==> config.mk <==
export PLATFORM = sky130hd
export DESIGN_NAME = cbm_ctrl
export DESIGN_NICKNAME = d
export VERILOG_FILES = /design/src/cbm_pkg.sv /design/src/cbm_ctrl.sv
export SDC_FILE = /design/constraint.sdc
export NUM_CORES = 1
export LEC_CHECK = 0
export BUFFER_PORTS_ARGS = -buffer_cell sky130_fd_sc_hd__buf_2
export CELL_PAD_IN_SITES_DETAIL_PLACEMENT = 0
export CELL_PAD_IN_SITES_GLOBAL_PLACEMENT = 1
export CORE_AREA = 2 2 39 41
export DETAILED_ROUTE_END_ITERATION = 12
export DIE_AREA = 0 0 41 43
export HOLD_SLACK_MARGIN = 0.08
export PLACE_DENSITY_LB_ADDON = 0.1
export SLEW_MARGIN = 20
export SYNTH_ARGS = -nofsm -noshare
export SYNTH_HDL_FRONTEND = slang
export SYNTH_SLANG_ARGS = --single-unit
==> constraint.sdc <==
create_clock -name clock -period 1.3 [get_ports clock]
set_input_delay 0.26 -clock clock [delete_from_list [all_inputs] [get_ports clock]]
set_output_delay 0.26 -clock clock [all_outputs]
set_load 0.05 [all_outputs]
==> src/cbm_pkg.sv <==
// Shared types, codes and address map for the CPU bus map with video ports.
// No dependencies; the other files, apart from cbm_ram, use these by scoped name.
package cbm_pkg;

   localparam int RAM_DEPTH     = 2048;
   localparam int PROGRAM_DEPTH = 32768;
   localparam int SPRITE_DEPTH  = 256;

   localparam int RAM_AW  = $clog2(RAM_DEPTH);
   localparam int PROG_AW = $clog2(PROGRAM_DEPTH);
   localparam int SPR_AW  = $clog2(SPRITE_DEPTH);

   // opcodes
   localparam logic [2:0] OP_READ         = 3'd0;
   localparam logic [2:0] OP_WRITE        = 3'd1;
   localparam logic [2:0] OP_SET_BUTTONS  = 3'd2;
   localparam logic [2:0] OP_LOAD_PROGRAM = 3'd3;
   localparam logic [2:0] OP_SET_STATUS   = 3'd4;

   // video register ports
   localparam logic [2:0] PORT_CTRL    = 3'd0;
   localparam logic [2:0] PORT_MASK    = 3'd1;
   localparam logic [2:0] PORT_STATUS  = 3'd2;
   localparam logic [2:0] PORT_OAM_ADR = 3'd3;
   localparam logic [2:0] PORT_OAM_DAT = 3'd4;
   localparam logic [2:0] PORT_SCROLL  = 3'd5;
   localparam logic [2:0] PORT_ADDR    = 3'd6;
   localparam logic [2:0] PORT_DATA    = 3'd7;

   localparam logic [15:0] VIDEO_BASE = 16'h2000;
   localparam logic [15:0] IO_BASE    = 16'h4000;
   localparam logic [15:0] DMA_ADDR   = 16'h4014;
   localparam logic [15:0] PAD_ADDR   = 16'h4016;
   localparam logic [15:0] ROM_BASE   = 16'h8000;
   localparam logic [7:0]  PAD_OPEN   = 8'h40;

   typedef struct packed {
      logic [2:0]  opcode;
      logic [15:0] address;
      logic [7:0]  value;
   } req_type;

   typedef struct packed {
      logic [7:0]  read_data;
      logic        data_port_hit;
      logic        data_port_write;
      logic [7:0]  ppu_ctrl;
      logic [7:0]  ppu_mask;
      logic [14:0] vram_address;
      logic [14:0] temp_address;
      logic [2:0]  fine_x;
   } rsp_type;

   // controller -> datapath
   typedef struct packed {
      logic clear_step;
      logic load_req;
      logic apply;
      logic dma_start;
      logic dma_sel;
      logic dma_apply;
      logic finish;
   } cmd_type;

   // datapath -> controller
   typedef struct packed {
      logic clear_last;
      logic dma_req;
      logic dma_last;
   } stat_type;

   function automatic logic is_ram_addr(input logic [15:0] a);
      return a < VIDEO_BASE;
   endfunction

   function automatic logic is_video_addr(input logic [15:0] a);
      return (a >= VIDEO_BASE) && (a < IO_BASE);
   endfunction

   function automatic logic is_rom_addr(input logic [15:0] a);
      return a >= ROM_BASE;
   endfunction

endpackage

==> src/cbm_ctrl.sv <==
// Controller: reset clearing pass, per-word sequencing, sprite page copy
// loop and the response valid flag. Depends on cbm_pkg.
module cbm_ctrl (
   input  logic              clock,
   input  logic              reset,
   input  logic              req_valid,
   output logic              req_ready,
   output logic              rsp_valid,
   input  logic              rsp_ready,
   input  cbm_pkg::stat_type stat,
   output cbm_pkg::cmd_type  cmd
);

   typedef enum logic [2:0] {
      ST_CLEAR,
      ST_IDLE,
      ST_ISSUE,
      ST_APPLY,
      ST_DMA_ISSUE,
      ST_DMA_APPLY
   } state_type;

   state_type state_ff;
   logic      rsp_valid_ff;
   logic      accept;

   assign req_ready = (state_ff == ST_IDLE) && (!rsp_valid_ff || rsp_ready);
   assign accept    = req_valid && req_ready;
   assign rsp_valid = rsp_valid_ff;

   always_comb begin
      cmd.clear_step = (state_ff == ST_CLEAR);
      cmd.load_req   = accept;
      cmd.apply      = (state_ff == ST_APPLY) && !stat.dma_req;
      cmd.dma_start  = (state_ff == ST_APPLY) && stat.dma_req;
      cmd.dma_sel    = (state_ff == ST_DMA_ISSUE) || (state_ff == ST_DMA_APPLY);
      cmd.dma_apply  = (state_ff == ST_DMA_APPLY);
      cmd.finish     = ((state_ff == ST_APPLY) && !stat.dma_req) ||
                       ((state_ff == ST_DMA_APPLY) && stat.dma_last);
   end

   always_ff @(posedge clock) begin
      if (reset) begin
         state_ff     <= ST_CLEAR;
         rsp_valid_ff <= 1'b0;
      end else begin
         if (cmd.finish) begin
            rsp_valid_ff <= 1'b1;
         end else if (rsp_ready) begin
            rsp_valid_ff <= 1'b0;
         end

         unique case (state_ff)
            ST_CLEAR: begin
               if (stat.clear_last) state_ff <= ST_IDLE;
            end
            ST_IDLE: begin
               if (accept) state_ff <= ST_ISSUE;
            end
            ST_ISSUE: state_ff <= ST_APPLY;
            ST_APPLY: begin
               state_ff <= stat.dma_req ? ST_DMA_ISSUE : ST_IDLE;
            end
            ST_DMA_ISSUE: state_ff <= ST_DMA_APPLY;
            ST_DMA_APPLY: begin
               state_ff <= stat.dma_last ? ST_IDLE : ST_DMA_ISSUE;
            end
            default: state_ff <= ST_IDLE;
         endcase
      end
   end

   a_accept_free: assert property (@(posedge clock) disable iff (reset)
      accept |=> !rsp_valid_ff)
      else $error("response register still full after accepting a word");

   a_finish_empty: assert property (@(posedge clock) disable iff (reset)
      cmd.finish |-> !rsp_valid_ff)
      else $error("result finished while response register full");

   a_dma_order: assert property (@(posedge clock) disable iff (reset)
      (state_ff == ST_DMA_APPLY) |-> ($past(state_ff) == ST_DMA_ISSUE))
      else $error("sprite copy byte applied without a read issue cycle");

endmodule

==> impl_metrics.json <==
{
  "muxShareOfSynthArea": 0.03644,
  "place_congestion": 0.7273,
  "slew_headroom": 0.8416,
  "synthCells": 38,
  "synth-main-ff-cell": "dfxtp_1",
  "period_share": 1.235,
  "cts.sinks": 4,
  "avgSynthCellArea_um2": 8.133,
  "vias": 388,
  "yosysWarnings": 0,
  "synth_fa_ha_area_frac": 0.04049,
  "maxCapViolations": 0,
  "hpwl_um": 702,
  "final_core_utilization": 0.4873,
  "yosys_register_bits": 4,
  "hold_path.class": "input port to flip-flop",
  "cts.reportedPaths.clkPinSlew_ns": 0.04,
  "cts_tree": "yes",
  "drtAntennaViolNets": 0,
  "fmax_mhz": 622.8,
  "crit_type": "flip-flop to output port",
  "num_antenna_cells": 0,
  "io_pins": 16,
  "synth_top_family_by_area": "simple AND/OR/NAND/NOR gates",
  "synth_edf_count": 0,
  "p_leak_uw": 0.0003032,
  "synthTopCellsByArea": "dfxtp_1, nand2b_1, and2_1, ha_1, buf_6",
  "finalSetupViolCount": 8,
  "grt_pass1_wl_um": 1366,
  "arrival_ns": 1.35,
  "synthesis.nets": 46,
  "synth_compound_area_frac": 0.1660,
  "post-place-ws_ns": -0.1702,
  "yosys.area.top_type_share": 0.2591,
  "endpoint_kind": "output port",
  "first_iter_violations": 1,
  "grt-ovfl-total": 0,
  "syn_area_um2": 309.0,
  "antenna_found_initial": 0,
  "wl_um": 936,
  "skew_ns": 0.003930,
  "tns_ns": -1.392,
  "p_per_area_nw_per_um2": 840.8,
  "fillers": 145,
  "numPortBuffers": 15,
  "grtUsageTotal": 0.1163,
  "hold_viol": 0,
  "cts_buffer_depth": 2,
  "die_area_um2": 1763,
  "grt_max_degree": 12,
  "drt_pass1_iterations": 2,
  "core.rowCount": 14,
  "status": "complete, but fails checks",
  "grt_pass1_vias": 364,
  "reg2reg_depth": 6,
  "drc": 0,
  "rsz0062_at_grt": "true",
  "cts_buffers": 3,
  "crit_required_ns": 1.04,
  "post_drt_wl_per_cell_um": 11.14,
  "syn_to_final_growth_pct": 118.2,
  "worstPathMaxFanout": 3,
  "synth_simple_gate_area_frac": 0.3968,
  "viasPerCell": 4.619,
  "core_um2": 1384,
  "cts_hold_buf": 0,
  "synth_area_leader_cell": "dfxtp_1",
  "ys_types": 26,
  "die_height_um": 43,
  "synth-xor-area-share": 0,
  "final-max-slew-violation-count": 0,
  "initial_core_util": 0.2233,
  "setup_ws_ns": -0.3055,
  "die_w_um": 41,
  "clk_latency_ns": 0.24,
  "drive_gt1_frac": 0.7206,
  "ys_seq_area_frac": 0.2591,
  "worstHoldPathCells": 2,
  "period_minus_slack_ns": 1.606,
  "ir_drop_v": 0.0005275,
  "violations": "setup timing",
  "htreeDepth": 1,
  "synthArstFlopShare": 0,
  "cts_root_buf": "clkbuf_4",
  "worst_slew_pin_slew_ns": 0.2361,
  "finalNetCount": 77,
  "worstSetupStartpointType": "flip-flop"
}
final cells by class:
class	count	area (um^2)	share of cell area
multi-input combinational	29	272.8	0.4045
inverter	2	15.01	0.02226
sequential	4	87.58	0.1299
clock buffer	4	26.28	0.03896
tap	16	20.02	0.02968
timing repair buffer	29	252.7	0.3748
state kept, by name, summed over array words and instances, names as in the netlist:
register	flops
state_ff	3
rsp_valid	1
per-stage QoR:
step                      std cells  total power [uW]  area [um^2]  hold WS (ns)
after floorplan                  38             274.6        337.8        0.3217
after global placement           75             327.4        476.7        0.4748
after detailed placement         75             330.7        476.7        0.4781
after CTS                        82             550.9        605.6        0.2315
after global routing             84             595.6        674.4        0.2473
final                            84             567.1        674.4        0.2385
Yosys cell counts (2+ instances only):
| master | count |
|---|---|
| o21ai_0 | 2 |
| nand2_1 | 3 |
| and2_1 | 2 |
| inv_1 | 2 |
| nand2b_1 | 3 |
| a21oi_1 | 2 |
| nor3_1 | 2 |
| dfxtp_1 | 4 |
report_power, final:
group	internal (uW)	switching, uW	total (uW)	leakage [uW]
Combinational	127	136	263	0.000254
Clock	115	51.2	166	0.0000150
Sequential	132	5.20	137	0.0000346
Total	374	193	567	0.000303
worst paths after layout:
check,to,start,slack [ns]
min reg2reg,rsp_valid,rsp_valid,0.63
max,req_ready,state_ff[1],-0.31
min,rsp_valid,reset,0.24
max reg2reg,state_ff[0],state_ff[1],0.03
worst max-delay path, cell delays in order (launching register included):
cell and delay [ns]:
dfxtp_4 0.34, or3b_4 0.37, and2b_4 0.26, buf_8 0.14
metal layers:
metal / wire length [um] / global-route usage
met1: 371 / 0.1410
met2: 482 / 0.1500
met3: 47 / 0.02618
met4: 36 / 0.1267
met5: 0 / 0
cells by family (layout without fill, tap and decap cells):
logic type / count (synthesis) / in the layout
mux: 1 / 1
flops: 4 / 4
fa+ha+maj: 1 / 1
compound gates: 8 / 8
simple gates: 19 / 19
buf+inv: 5 / 35
what timing repair did:
item,CTS,global route
pin swaps,4,4
setup buffers,3,2
endpoints found under the setup margin,9,10
gates resized for setup,26,13
placed cells by master, fill, tap and decap left out:
cell type	Yosys	layout
dfxtp_2	0	3
and2_1	2	1
buf_6	1	10
inv_8	0	1
o21ai_2	0	2
ha_4	0	1
nand2_1	3	3
a21o_1	1	1
or3b_4	1	1
a31oi_1	1	1
nor3_4	0	1
nor2b_4	0	1
o32a_1	1	1
and3b_1	1	1
nand4_1	1	1
nor2_4	0	1
nor4b_4	0	1
and2b_4	0	1
nand2b_1	3	3
and2_4	0	1
dfxtp_4	0	1
mux2_4	0	1
a211oi_1	1	1
and4b_1	1	1
a21oi_1	2	2
nor3_1	2	1
buf_4	1	10
buf_8	0	2
inv_1	2	1
buf_2	1	7
nor3b_2	0	1
clkbuf_4	0	3
clkbuf_1	0	1
Note: power is estimated with default switching activity, not from simulation.
